--- config.mk ---
export PLATFORM = sky130hd
export DESIGN_NAME = chmd_outq
export DESIGN_NICKNAME = d
export VERILOG_FILES = /design/src/rtl/core/chorus_modulated_delay_assert.svh /design/src/rtl/core/chmd_pkg.sv /design/src/rtl/core/chmd_outq.sv
export SDC_FILE = /design/constraint.sdc
export NUM_CORES = 1
export LEC_CHECK = 0
export BUFFER_PORTS_ARGS = -buffer_cell sky130_fd_sc_hd__buf_4
export CAP_MARGIN = 10
export CORE_AREA = 5 5 97 122
export CTS_CLUSTER_SIZE = 16
export DETAILED_ROUTE_END_ITERATION = 8
export DIE_AREA = 0 0 102 127
export PLACE_DENSITY = 0.72
export SLEW_MARGIN = 20
export SYNTH_ARGS = -nofsm -noshare
export SYNTH_HDL_FRONTEND = slang
export SYNTH_SLANG_ARGS = --single-unit
--- constraint.sdc ---
create_clock -name i_clk -period 3.4 [get_ports i_clk]
set_input_delay 0.51 -clock i_clk [delete_from_list [all_inputs] [get_ports i_clk]]
set_output_delay 0.51 -clock i_clk [all_outputs]
set_load 0.1 [all_outputs]
--- src/rtl/core/chorus_modulated_delay_assert.svh ---
// assertion macros for the chorus delay block
// they sample on i_clk and stay quiet while i_rst_n is low
`ifndef CHORUS_MODULATED_DELAY_ASSERT_SVH
`define CHORUS_MODULATED_DELAY_ASSERT_SVH

// cons must hold in the same cycle as ante
`define CHMD_ASSERT_IMP(name, ante, cons, msg) \
    name: assert property (@(posedge i_clk) disable iff (!i_rst_n) (ante) |-> (cons)) \
        else $error(msg);

// cons must hold in the cycle after ante
`define CHMD_ASSERT_NEXT(name, ante, cons, msg) \
    name: assert property (@(posedge i_clk) disable iff (!i_rst_n) (ante) |=> (cons)) \
        else $error(msg);

`endif

--- src/rtl/core/chmd_pkg.sv ---
`default_nettype none

package chmd_pkg;

    // register reset values
    localparam logic [31:0] PHASE_STEP_RST = 32'd146087;
    localparam logic [10:0] BASE_DELAY_RST = 11'd1024;
    localparam logic [9:0]  DEPTH_RST      = 10'd88;

    // default sizes
    localparam int BUFFER_DEPTH_DEF = 2048;
    localparam int SINE_ENTRIES_DEF = 256;

    // output queue, must be deeper than the pipeline
    localparam int QUEUE_DEPTH = 8;
    localparam int QAW         = $clog2(QUEUE_DEPTH);
    localparam int QCW         = $clog2(QUEUE_DEPTH + 1);

    // fixed point constants for the sine table
    localparam logic [63:0] HALF_PI_Q30 = 64'd1686629713;
    localparam logic [63:0] ONE_Q30     = 64'd1073741824;

    // configuration register indexes
    typedef enum logic [1:0] {
        CFG_PHASE_STEP = 2'd0,
        CFG_BASE_DELAY = 2'd1,
        CFG_DEPTH      = 2'd2
    } t_cfg_reg;

    // lfo stage to tap stage
    typedef struct packed {
        logic               valid;
        logic signed [15:0] dry;
        logic signed [11:0] swing;
    } t_lfo_word;

    // tap stage to output queue
    typedef struct packed {
        logic               valid;
        logic signed [15:0] sample;
    } t_mix_word;

    // output queue status
    typedef struct packed {
        logic [QCW-1:0] count;
        logic           empty;
    } t_q_status;

    // q1.15 sine of a 32 bit angle fraction, taylor series in q30
    function automatic logic signed [15:0] sine_q15(input logic [31:0] frac);
        logic [1:0]         quad;
        logic [63:0]        t;
        logic [63:0]        x;
        logic [63:0]        x2;
        logic [63:0]        term;
        logic signed [63:0] sum;
        logic [63:0]        q;
        quad = frac[31:30];
        t    = {34'd0, frac[29:0]};
        if (quad[0]) begin
            t = ONE_Q30 - t;
        end
        x    = (t * HALF_PI_Q30) >> 30;
        x2   = (x * x) >> 30;
        term = x;
        sum  = $signed(x);
        term = ((term * x2) >> 30) / 64'd6;
        sum  = sum - $signed(term);
        term = ((term * x2) >> 30) / 64'd20;
        sum  = sum + $signed(term);
        term = ((term * x2) >> 30) / 64'd42;
        sum  = sum - $signed(term);
        term = ((term * x2) >> 30) / 64'd72;
        sum  = sum + $signed(term);
        term = ((term * x2) >> 30) / 64'd110;
        sum  = sum - $signed(term);
        term = ((term * x2) >> 30) / 64'd156;
        sum  = sum + $signed(term);
        term = ((term * x2) >> 30) / 64'd210;
        sum  = sum - $signed(term);
        if (sum < 0) begin
            sum = 64'sd0;
        end
        q = ($unsigned(sum) + 64'd16384) >> 15;
        if (q > 64'd32767) begin
            q = 64'd32767;
        end
        if (quad[1]) begin
            q = 64'd0 - q;
        end
        return $signed(q[15:0]);
    endfunction

endpackage

`default_nettype wire

--- src/rtl/core/chmd_outq.sv ---
`default_nettype none

module chmd_outq (
    input  wire logic                i_clk,
    input  wire logic                i_rst_n,
    input  wire chmd_pkg::t_mix_word i_word,
    input  wire logic                i_pop,
    output wire logic signed [15:0]  o_sample,
    output chmd_pkg::t_q_status      o_status
);
    import chmd_pkg::*;

    logic signed [15:0] r_q [QUEUE_DEPTH];
    logic [QAW-1:0]     r_wptr;
    logic [QAW-1:0]     r_rptr;
    logic [QCW-1:0]     r_count;
    logic [QCW-1:0]     n_count;

    // occupancy
    always_comb begin
        n_count = r_count;
        if (i_word.valid && !i_pop) begin
            n_count = r_count + 1'b1;
        end else if (!i_word.valid && i_pop) begin
            n_count = r_count - 1'b1;
        end
    end

    // pointers
    always_ff @(posedge i_clk) begin
        if (!i_rst_n) begin
            r_wptr  <= '0;
            r_rptr  <= '0;
            r_count <= '0;
        end else begin
            if (i_word.valid) begin
                r_wptr <= (r_wptr == QAW'(QUEUE_DEPTH - 1)) ? '0 : r_wptr + 1'b1;
            end
            if (i_pop) begin
                r_rptr <= (r_rptr == QAW'(QUEUE_DEPTH - 1)) ? '0 : r_rptr + 1'b1;
            end
            r_count <= n_count;
        end
    end

    // storage
    always_ff @(posedge i_clk) begin
        if (i_word.valid) begin
            r_q[r_wptr] <= i_word.sample;
        end
    end

    assign o_sample       = r_q[r_rptr];
    assign o_status.count = r_count;
    assign o_status.empty = (r_count == '0);

endmodule

`default_nettype wire
==> run_results.csv <==
group,metric,value,unit
setup_path,critPathBufInv,2,
setup_path,cp_slowest_stage_delay,590,ps
synthesis,yosysTopAreaCellShare,0.691,
routing,via_per_inst,5.71,
hold_path,whs_endpoint,"r_q[3][5]",
timing,rsz0062_at_grt,"no",
clocking,clkTransAtPathRegs,60,ps
power,p_per_area,664,nW/um^2
hold_path,min_from,"i_word[5]",
grt,grt_pass1_wl,15300,um
timing,setup_viol,0,
final_layout,stdcell_count,458,
synthesis,synth-edff-count,128,
synthesis,ys_ff_latch,141,
synthesis,syn_nets,282,
status,run_status,"complete, no violations",
routing,ant_nets,0,
synthesis,ys_seq_area_frac,0.738,
routing,dr.first_iter.drc_count,135,
synthesis,synth_area_leaders,"edfxtp_1 69%, mux4_1 13%, dfxtp_1 4.7%",
setup_path,arrival,2320,ps
timing,slew_viol_final,0,
clocking,cts_resized,0,
placement,dp_cells,426,
placement,dpl.hpwl,5530,um
synthesis,synth-warning-count,0,
synthesis,yosys.cell_count.top_type,"edfxtp_1",
final_layout,syn2layout_area_growth,19.9,%
clocking,cts_made_buffers,17,
synthesis,ys_types,26,
routing,routed_wl,9570,um
clocking,cts_setup_buffers,0,
setup_path,cp.required,2890,ps
synthesis,netlist.top_cell.by_area,"edfxtp_1",
clocking,cts_num_sinks,141,
floorplanning,dieArea,13000,um^2
power,ir_worst_vdd,0.486,mV
placement,gp_congestion,0.691,
grt,gr-total-overflow,0,
timing,finalSetupTns,0,ps
power,clockPowerShare,0.422,
final_layout,antenna_cells,0,
timing,period_needed,2830,ps
hold_path,whs_path_depth,1,
grt,grt_pass1_vias,2871,
timing,finalHoldViolations,0,
grt,grt_max_degree,33,
power,power_switching,1.10,mW
floorplanning,die_w,102,um
setup_path,crit_path_end_kind,"output pin",
power,pwr-share-seq,0.444,
placement,dp_slack,982,ps
synthesis,synthCells,254,
placement,portBuffers,40,
timing,relSlewSlack,0.590,
clocking,root_buffer,"clkbuf_16",
setup_path,critPathMaxFanout,28,
run,timing.max_cap.violations,0,
timing,fmax,0.354,GHz
synthesis,synth-main-ff-cell,"edfxtp_1",
clocking,clk_latency,400,ps
routing,wire_per_inst,20.9,um
grt,grt.met3_usage,0.0420,
timing,layout_setup_ws,572,ps
clocking,cts_hold_buf,0,
power,p_leak,2.33,nW
setup_path,r2r_end,"r_q[0][15]",
floorplanning,design.core.area,10500,um^2
final_layout,nets,341,
setup_path,path_delay_family,"multiplexers",
setup_path,rrSetupSlack,1700,ps
synthesis,avgSynthCellArea,21.9,um^2
setup_path,crit_path_top_delay_cell,"mux4_1",
routing,drc,0,
grt,grtUsageTotal,0.163,
routing,first_pass_iters,4,
setup_path,reg2regPathDepth,3,
timing,worstMarginPinSlew,612,ps
setup_path,crit_path_start_kind,"flip-flop",
setup_path,critPathKind,"flip-flop to output pin",
clocking,cts_buffer_depth,2,
power,p_sw_frac,0.248,
timing,finalClockSkew,5.87,ps
power,p_int,3.33,mW
grt,use_met1,0.196,
timing,period_share,0.832,
floorplanning,ios,41,
floorplanning,die_h,127,um
power,comb_power_share,0.135,
routing,vias,2613,
final_layout,drive_above_1_share,0.313,
synthesis,synth_commonest_cells,"128 x edfxtp_1, 28 x mux4_1, 16 x mux2_2, 13 x dfxtp_1",
setup_path,r2r_start,"r_wptr[0]",
floorplanning,rows,42,
grt,grt.busiest_layer,"met2",
synthesis,ys_async_sr_fraction,0,
setup_path,path_cells,"buf_12 -> mux4_1 -> mux2_2 -> buf_4",
clocking,cts_tree,"built",
floorplanning,start_util,0.532,
synthesis,syn_area,5560,um^2
grt,met2_usage,0.280,
final_layout,utilization,0.638,
hold_path,hp-class,"input port to flip-flop",
grt,antenna_found_initial,0,
clocking,htree_levels,4,
## power groups by stage
stage / registers [mW] / logic, mW / clock network, mW
global placement: 2.00 / 0.595 / 0
finish: 1.97 / 0.596 / 1.87
floorplan: 2.06 / 0.400 / 0
detailed placement: 2.00 / 0.602 / 0
global route: 1.97 / 0.629 / 1.98
CTS: 1.97 / 0.605 / 1.90
## state kept, by name, indices dropped and copies added (netlist names), named ones only
name	flops
r_rptr	3
r_wptr	3
r_count	4
r_q	128
## per-layer routing
metal / up-vias / part of all wire
met4: 0 / 0.017
li1: 1187 / -
met3: 12 / 0.037
met2: 49 / 0.54
met5: - / 0
met1: 1365 / 0.40
## layout by cell type, fill, tap and decap left out, types with 2 or more instances in the layout
master       n
and2_1       3
buf_4       50
a21oi_1      2
nor2_1       7
nand2b_1     5
bufinv_16    4
clkbuf_1     2
clkinv_1     2
ha_1         7
mux2_2      16
nor3_2       2
inv_1        2
xnor2_1      2
clkinv_2     4
nand2_1      4
o21ai_0      2
dfxtp_1     13
mux4_1      28
edfxtp_1   128
clkinv_4     2
nor2b_1      6
mux4_2       4
mux2i_1      6
clkbuf_16   17
## kinds of logic (layout without fill, tap and decap cells)
logic type               after synthesis  count (layout)  share of synthesized area
flip-flops                           141             141                      0.738
multiplexers                          54              54                      0.192
AND/OR/NAND/NOR                       30              30                     0.0279
buffers and inverters                 13              85                     0.0144
adder cells (fa/ha/maj)                8               8                     0.0193
AO/OA/AOI/OAI                          6               6                    0.00607
XOR/XNOR                               2               2                    0.00315
## stage by stage
step / instance area (um^2) / hold WS [ps] / power, mW
2_1_floorplan: 5570 / 512 / 2.46
3_3_place_gp: 6070 / 493 / 2.59
3_5_place_dp: 6070 / 505 / 2.60
4_1_cts: 6670 / 317 / 4.48
5_1_grt: 6670 / 327 / 4.58
6_report: 6670 / 335 / 4.43
## worst max path at each step
stage / slack, ps / to / depth (start not counted) / from
finish: 570 / o_sample[4] / 4 / flip-flop
floorplan: 320 / o_status[0] / 1 / r_count[1]
detailed placement: 980 / o_sample[4] / 4 / flip-flop
global placement: 990 / o_sample[4] / 4 / flip-flop
CTS: 520 / o_sample[4] / 4 / flip-flop
global route: 480 / o_sample[4] / 4 / flip-flop
## layout make-up
cell class / instances / area, um^2
Timing Repair Buffer: 51 / 395
Fill cell: 682 / 3780
Tap cell: 132 / 165
Clock inverter: 13 / 173
Multi-Input combinational cell: 100 / 1400
Inverter: 2 / 7.51
Sequential cell: 141 / 4100
Clock buffer: 19 / 433
Note: power is estimated with default switching activity, not from simulation.
