[src/rtl/core/chorus_modulated_delay_assert.svh]
// assertion macros for the chorus delay block
// they sample on i_clk and stay quiet while i_rst_n is low
`ifndef CHORUS_MODULATED_DELAY_ASSERT_SVH
`define CHORUS_MODULATED_DELAY_ASSERT_SVH

// cons must hold in the same cycle as ante
`define CHMD_ASSERT_IMP(name, ante, cons, msg) \
    name: assert property (@(posedge i_clk) disable iff (!i_rst_n) (ante) |-> (cons)) \
        else $error(msg);

// cons must hold in the cycle after ante
`define CHMD_ASSERT_NEXT(name, ante, cons, msg) \
    name: assert property (@(posedge i_clk) disable iff (!i_rst_n) (ante) |=> (cons)) \
        else $error(msg);

`endif

[src/rtl/core/chmd_pkg.sv]
`default_nettype none

package chmd_pkg;

    // register reset values
    localparam logic [31:0] PHASE_STEP_RST = 32'd146087;
    localparam logic [10:0] BASE_DELAY_RST = 11'd1024;
    localparam logic [9:0]  DEPTH_RST      = 10'd88;

    // default sizes
    localparam int BUFFER_DEPTH_DEF = 2048;
    localparam int SINE_ENTRIES_DEF = 256;

    // output queue, must be deeper than the pipeline
    localparam int QUEUE_DEPTH = 8;
    localparam int QAW         = $clog2(QUEUE_DEPTH);
    localparam int QCW         = $clog2(QUEUE_DEPTH + 1);

    // fixed point constants for the sine table
    localparam logic [63:0] HALF_PI_Q30 = 64'd1686629713;
    localparam logic [63:0] ONE_Q30     = 64'd1073741824;

    // configuration register indexes
    typedef enum logic [1:0] {
        CFG_PHASE_STEP = 2'd0,
        CFG_BASE_DELAY = 2'd1,
        CFG_DEPTH      = 2'd2
    } t_cfg_reg;

    // lfo stage to tap stage
    typedef struct packed {
        logic               valid;
        logic signed [15:0] dry;
        logic signed [11:0] swing;
    } t_lfo_word;

    // tap stage to output queue
    typedef struct packed {
        logic               valid;
        logic signed [15:0] sample;
    } t_mix_word;

    // output queue status
    typedef struct packed {
        logic [QCW-1:0] count;
        logic           empty;
    } t_q_status;

    // q1.15 sine of a 32 bit angle fraction, taylor series in q30
    function automatic logic signed [15:0] sine_q15(input logic [31:0] frac);
        logic [1:0]         quad;
        logic [63:0]        t;
        logic [63:0]        x;
        logic [63:0]        x2;
        logic [63:0]        term;
        logic signed [63:0] sum;
        logic [63:0]        q;
        quad = frac[31:30];
        t    = {34'd0, frac[29:0]};
        if (quad[0]) begin
            t = ONE_Q30 - t;
        end
        x    = (t * HALF_PI_Q30) >> 30;
        x2   = (x * x) >> 30;
        term = x;
        sum  = $signed(x);
        term = ((term * x2) >> 30) / 64'd6;
        sum  = sum - $signed(term);
        term = ((term * x2) >> 30) / 64'd20;
        sum  = sum + $signed(term);
        term = ((term * x2) >> 30) / 64'd42;
        sum  = sum - $signed(term);
        term = ((term * x2) >> 30) / 64'd72;
        sum  = sum + $signed(term);
        term = ((term * x2) >> 30) / 64'd110;
        sum  = sum - $signed(term);
        term = ((term * x2) >> 30) / 64'd156;
        sum  = sum + $signed(term);
        term = ((term * x2) >> 30) / 64'd210;
        sum  = sum - $signed(term);
        if (sum < 0) begin
            sum = 64'sd0;
        end
        q = ($unsigned(sum) + 64'd16384) >> 15;
        if (q > 64'd32767) begin
            q = 64'd32767;
        end
        if (quad[1]) begin
            q = 64'd0 - q;
        end
        return $signed(q[15:0]);
    endfunction

endpackage

`default_nettype wire

[src/rtl/core/chmd_lfo.sv]
`default_nettype none

module chmd_lfo #(
    parameter int SINE_ENTRIES = 256
) (
    input  wire logic               i_clk,
    input  wire logic               i_rst_n,
    input  wire logic               i_accept,
    input  wire logic signed [15:0] i_sample_in,
    input  wire logic [31:0]        i_phase_step,
    input  wire logic [9:0]         i_depth,
    output chmd_pkg::t_lfo_word     o_word
);
    import chmd_pkg::*;

    localparam int IW = $clog2(SINE_ENTRIES);
    localparam int SW = $clog2(SINE_ENTRIES + 1);

    // sine rom built at elaboration
    logic signed [15:0] w_rom [SINE_ENTRIES];
    for (genvar k = 0; k < SINE_ENTRIES; k++) begin : g_rom
        localparam logic [63:0] FRAC = (64'(k) << 32) / 64'(SINE_ENTRIES);
        assign w_rom[k] = sine_q15(FRAC[31:0]);
    end

    logic [31:0]        r_phase;
    logic               r_a_valid;
    logic               r_b_valid;
    logic               r_c_valid;
    logic signed [15:0] r_a_dry;
    logic signed [15:0] r_b_dry;
    logic signed [15:0] r_c_dry;
    logic [IW-1:0]      r_a_idx;
    logic signed [15:0] r_b_sine;
    logic signed [26:0] r_c_prod;
    logic [32+SW-1:0]   w_idx_prod;
    logic signed [26:0] w_swing_prod;

    // table index from the phase before it advances
    assign w_idx_prod   = {{SW{1'b0}}, r_phase} * (32+SW)'(SINE_ENTRIES);
    assign w_swing_prod = $signed({{11{r_b_sine[15]}}, r_b_sine})
                        * $signed({17'd0, i_depth});

    // phase accumulator and stage valids
    always_ff @(posedge i_clk) begin
        if (!i_rst_n) begin
            r_phase   <= '0;
            r_a_valid <= 1'b0;
            r_b_valid <= 1'b0;
            r_c_valid <= 1'b0;
        end else begin
            if (i_accept) begin
                r_phase <= r_phase + i_phase_step;
            end
            r_a_valid <= i_accept;
            r_b_valid <= r_a_valid;
            r_c_valid <= r_b_valid;
        end
    end

    // index, table lookup, depth scaling
    always_ff @(posedge i_clk) begin
        r_a_dry  <= i_sample_in;
        r_a_idx  <= w_idx_prod[32 +: IW];
        r_b_dry  <= r_a_dry;
        r_b_sine <= w_rom[r_a_idx];
        r_c_dry  <= r_b_dry;
        r_c_prod <= w_swing_prod;
    end

    // floor of the product over 2^15
    assign o_word.valid = r_c_valid;
    assign o_word.dry   = r_c_dry;
    assign o_word.swing = r_c_prod[26:15];

endmodule

`default_nettype wire

[config.mk]
export PLATFORM = sky130hd
export DESIGN_NAME = chmd_lfo
export DESIGN_NICKNAME = d
export VERILOG_FILES = /design/src/rtl/core/chorus_modulated_delay_assert.svh /design/src/rtl/core/chmd_pkg.sv /design/src/rtl/core/chmd_lfo.sv
export SDC_FILE = /design/constraint.sdc
export NUM_CORES = 1
export LEC_CHECK = 0
export BUFFER_PORTS_ARGS = -buffer_cell sky130_fd_sc_hd__buf_2
export CORE_MARGIN = 3
export CORE_UTILIZATION = 35
export DETAILED_ROUTE_END_ITERATION = 12
export PLACE_DENSITY_LB_ADDON = 0.15
export SKIP_LAST_GASP = 1
export SYNTH_ARGS = -nofsm -noshare
export SYNTH_HDL_FRONTEND = slang
export SYNTH_SLANG_ARGS = --single-unit
export TNS_END_PERCENT = 50
[constraint.sdc]
create_clock -name i_clk -period 9.39 [get_ports i_clk]
set_input_delay 0.939 -clock i_clk [delete_from_list [all_inputs] [get_ports i_clk]]
set_output_delay 0.939 -clock i_clk [all_outputs]
set_load 0.01 [all_outputs]
==> flow_metrics.py <==
metrics = {
    "sta": {
        "skew_ns": 0.0115,
        "slew_violations": 0,
        "setup_ws_ns": 3.50,
        "worst_pin_slew_ns": 1.15,
        "finalSetupViolCount": 0,
        "grt_setup_unrepaired": "no",
        "tns_ns": 0,
        "min_period_ns": 5.89,
        "slew_headroom": 0.233,
        "finalHoldViolCount": 0,
        "max_freq_ghz": 0.170,
        "fin_crit_sh": 0.627,
    },
    "die": {
        "die_w_um": 209,
        "io_pins": 90,
        "num_rows": 73,
        "die_h_um": 209,
        "dieArea_mm2": 0.0435,
        "core_mm2": 0.0402,
        "start_util": 0.358,
    },
    "cts": {
        "ctsHoldBuffers": 0,
        "cts_tree": "built",
        "htree_num_levels": 4,
        "cts_root_buf": "clkbuf_16",
        "cts_setup_buffers": 0,
        "cts-resized-gates": 0,
        "clk_path_buf_depth": 2,
        "clock_sinks": 119,
        "numCtsBuffers": 17,
        "clk_pin_slew_ns": 0.05,
        "clkLatencyLatePin_ns": 0.42,
    },
    "synthesis": {
        "yosysSeqAreaShare": 0.166,
        "async_flop_share": 0,
        "syn_inst": 1824,
        "ys_ff_latch": 119,
        "syn_area_mm2": 0.0144,
        "synth_flop_cell": "dfxtp_1",
        "yosysTopAreaCell": "fa_1",
        "yosysTopAreaCellShare": 0.202,
        "synthDistinctLibCells": 84,
        "synthesis.nets": 2135,
        "synthTopCellsByArea": "fa_1 (20%), dfxtp_1 (17%), ha_1 (9.1%)",
        "syn_area_per_cell_um2": 7.88,
        "synth-edff-count": 0,
        "yosysWarningCount": 0,
    },
    "critical_path": {
        "path_cells": "buf_2 -> nand2_1 -> fa_1 -> fa_1 -> fa_1 -> inv_1 -> fa_1 -> inv_1 -> fa_1 -> inv_1 -> ha_1 -> a211oi_1 -> o31ai_1 -> a21oi_1 -> or3_1 -> a21boi_2 -> o31a_4 -> o41ai_4 -> o21bai_2 -> xor2_1",
        "rr_startpoint": "r_b_sine[5]",
        "required_ns": 9.69,
        "end_kind": "flip-flop",
        "worstPathMaxFanout": 16,
        "arrival_ns": 6.19,
        "cp_slowest_cell": "fa_1",
        "path_class": "primary input to flip-flop",
        "startpoint": "i_depth[2]",
        "crit_top_cell": "fa_1",
        "crit_path_start_kind": "primary input",
        "cpPeakStageDelay_ns": 0.59,
    },
    "route": {
        "route.antenna.remaining_nets": 0,
        "via_count": 13600,
        "drcViolationCount": 0,
        "routedWlPerCell_um": 21.0,
        "wl_mm": 49.6,
        "vias_per_cell": 5.76,
        "drt-pass1-iter-count": 7,
        "first_iter_violations": 1320,
    },
    "worst_hold_path": {
        "hold_path.class": "flip-flop to flip-flop",
        "hp-start": "r_b_dry[5]",
    },
    "placement": {
        "dpl.hpwl_mm": 35.7,
        "io_buffers": 89,
        "gp_congestion": 0.991,
        "dp_slack_ns": 3.09,
    },
    "global_route": {
        "grt_pass1_vias": 14000,
        "overflow": 0,
        "grt_util_all_layers": 0.227,
        "antenna_found_initial": 0,
        "grt_pass1_wl_mm": 79.4,
        "grt_max_degree": 96,
    },
    "run": {
        "drv_cap": 0,
    },
    "layout": {
        "regArea_mm2": 0.00239,
        "diodes": 0,
        "multi_input_area_mm2": 0.0107,
        "drive_gt1_frac": 0.0907,
        "synthToLayoutAreaGrowth_pct": 9.42,
        "nFillCells": 4234,
        "nets": 2140,
    },
    "outcome": {
        "status": "finished clean",
    },
}
-- cells in the mapped netlist (all sizes together), types with 38 or more instances --
library cell,number
and2,77
dfxtp,119
a21oi,126
nand3,49
o21ai,118
buf,45
nor2,111
clkbuf,74
ha,105
nand2,206
inv,223
a211oi,38
fa,145
-- worst max-delay path: cells and delay by family --
family          cells  cell delay (ns)
simple gates        2             0.34
compound gates      7             1.47
fa+ha+maj           6             2.84
buf+inv             4             0.44
xor+xnor            1             0.14
-- logic make-up (layout without fill, tap and decap cells) --
group           count (synthesis)  count (layout)  synth area share
mux                            23              23            0.0186
simple gates                  565             565             0.186
xor+xnor                       32              32            0.0195
compound gates                490             490             0.225
buf+inv                       345             363            0.0919
flops                         119             119             0.166
fa+ha+maj                     250             250             0.293
-- routing by layer --
metal | vias up | track usage | part of all wire
met3 | 153 | 0.0347 | 0.078
met4 | 0 | 0.0954 | 0.045
met1 | 6581 | 0.300 | 0.42
met5 | - | 0 | 0
li1 | 6243 | - | -
met2 | 655 | 0.373 | 0.46
-- placed cells by master (no fill, tap or decap), drive strengths merged, types with 30 or more instances in the layout --
master	instances
inv	230
and2	77
nand2	206
nand3	49
fa	145
ha	105
nor2	111
dfxtp	119
a211oi	38
nor2b	32
a31oi	30
buf	105
a21oi	126
o21ai	118
-- worst paths after layout --
check	end	slack, ns	cells past startpoint
worst max-delay path	r_c_prod[25]	3.50	20
worst min-delay path	r_c_dry[5]	0.32	0
worst max register to register	r_c_prod[25]	3.71	19
worst min register to register	r_c_dry[5]	0.32	0
-- cell type report --
class / instances / area share
repair buffers: 105 / 0.0360
well taps: 525 / 0.0418
multi-input cells: 1360 / 0.678
clock inverters: 14 / 0.0104
inverters: 226 / 0.0539
flip-flops and latches: 119 / 0.152
clock buffers: 18 / 0.0273
-- per-stage QoR --
stage          hold WS, ns  utilization  instance area (um2)  std cells
2_1_floorplan        0.310            -                14400       1824
3_5_place_dp         0.312        0.377                15100       2335
6_report             0.325        0.391                15700       2367
4_1_cts              0.325        0.391                15700       2367
5_1_grt              0.327        0.391                15700       2367
3_3_place_gp         0.310        0.377                15100       2335
-- sequential cells by signal, summed over array words and instances, names as in the netlist --
register,cells
r_a_dry,16
r_a_idx,8
r_a_valid,1
r_b_dry,16
r_b_sine,16
r_b_valid,1
r_c_dry,16
r_c_prod,12
r_c_valid,1
r_phase,32
Power is not shown: default switching activity piles up to over one toggle a cycle in this logic, so the estimate is an artifact.
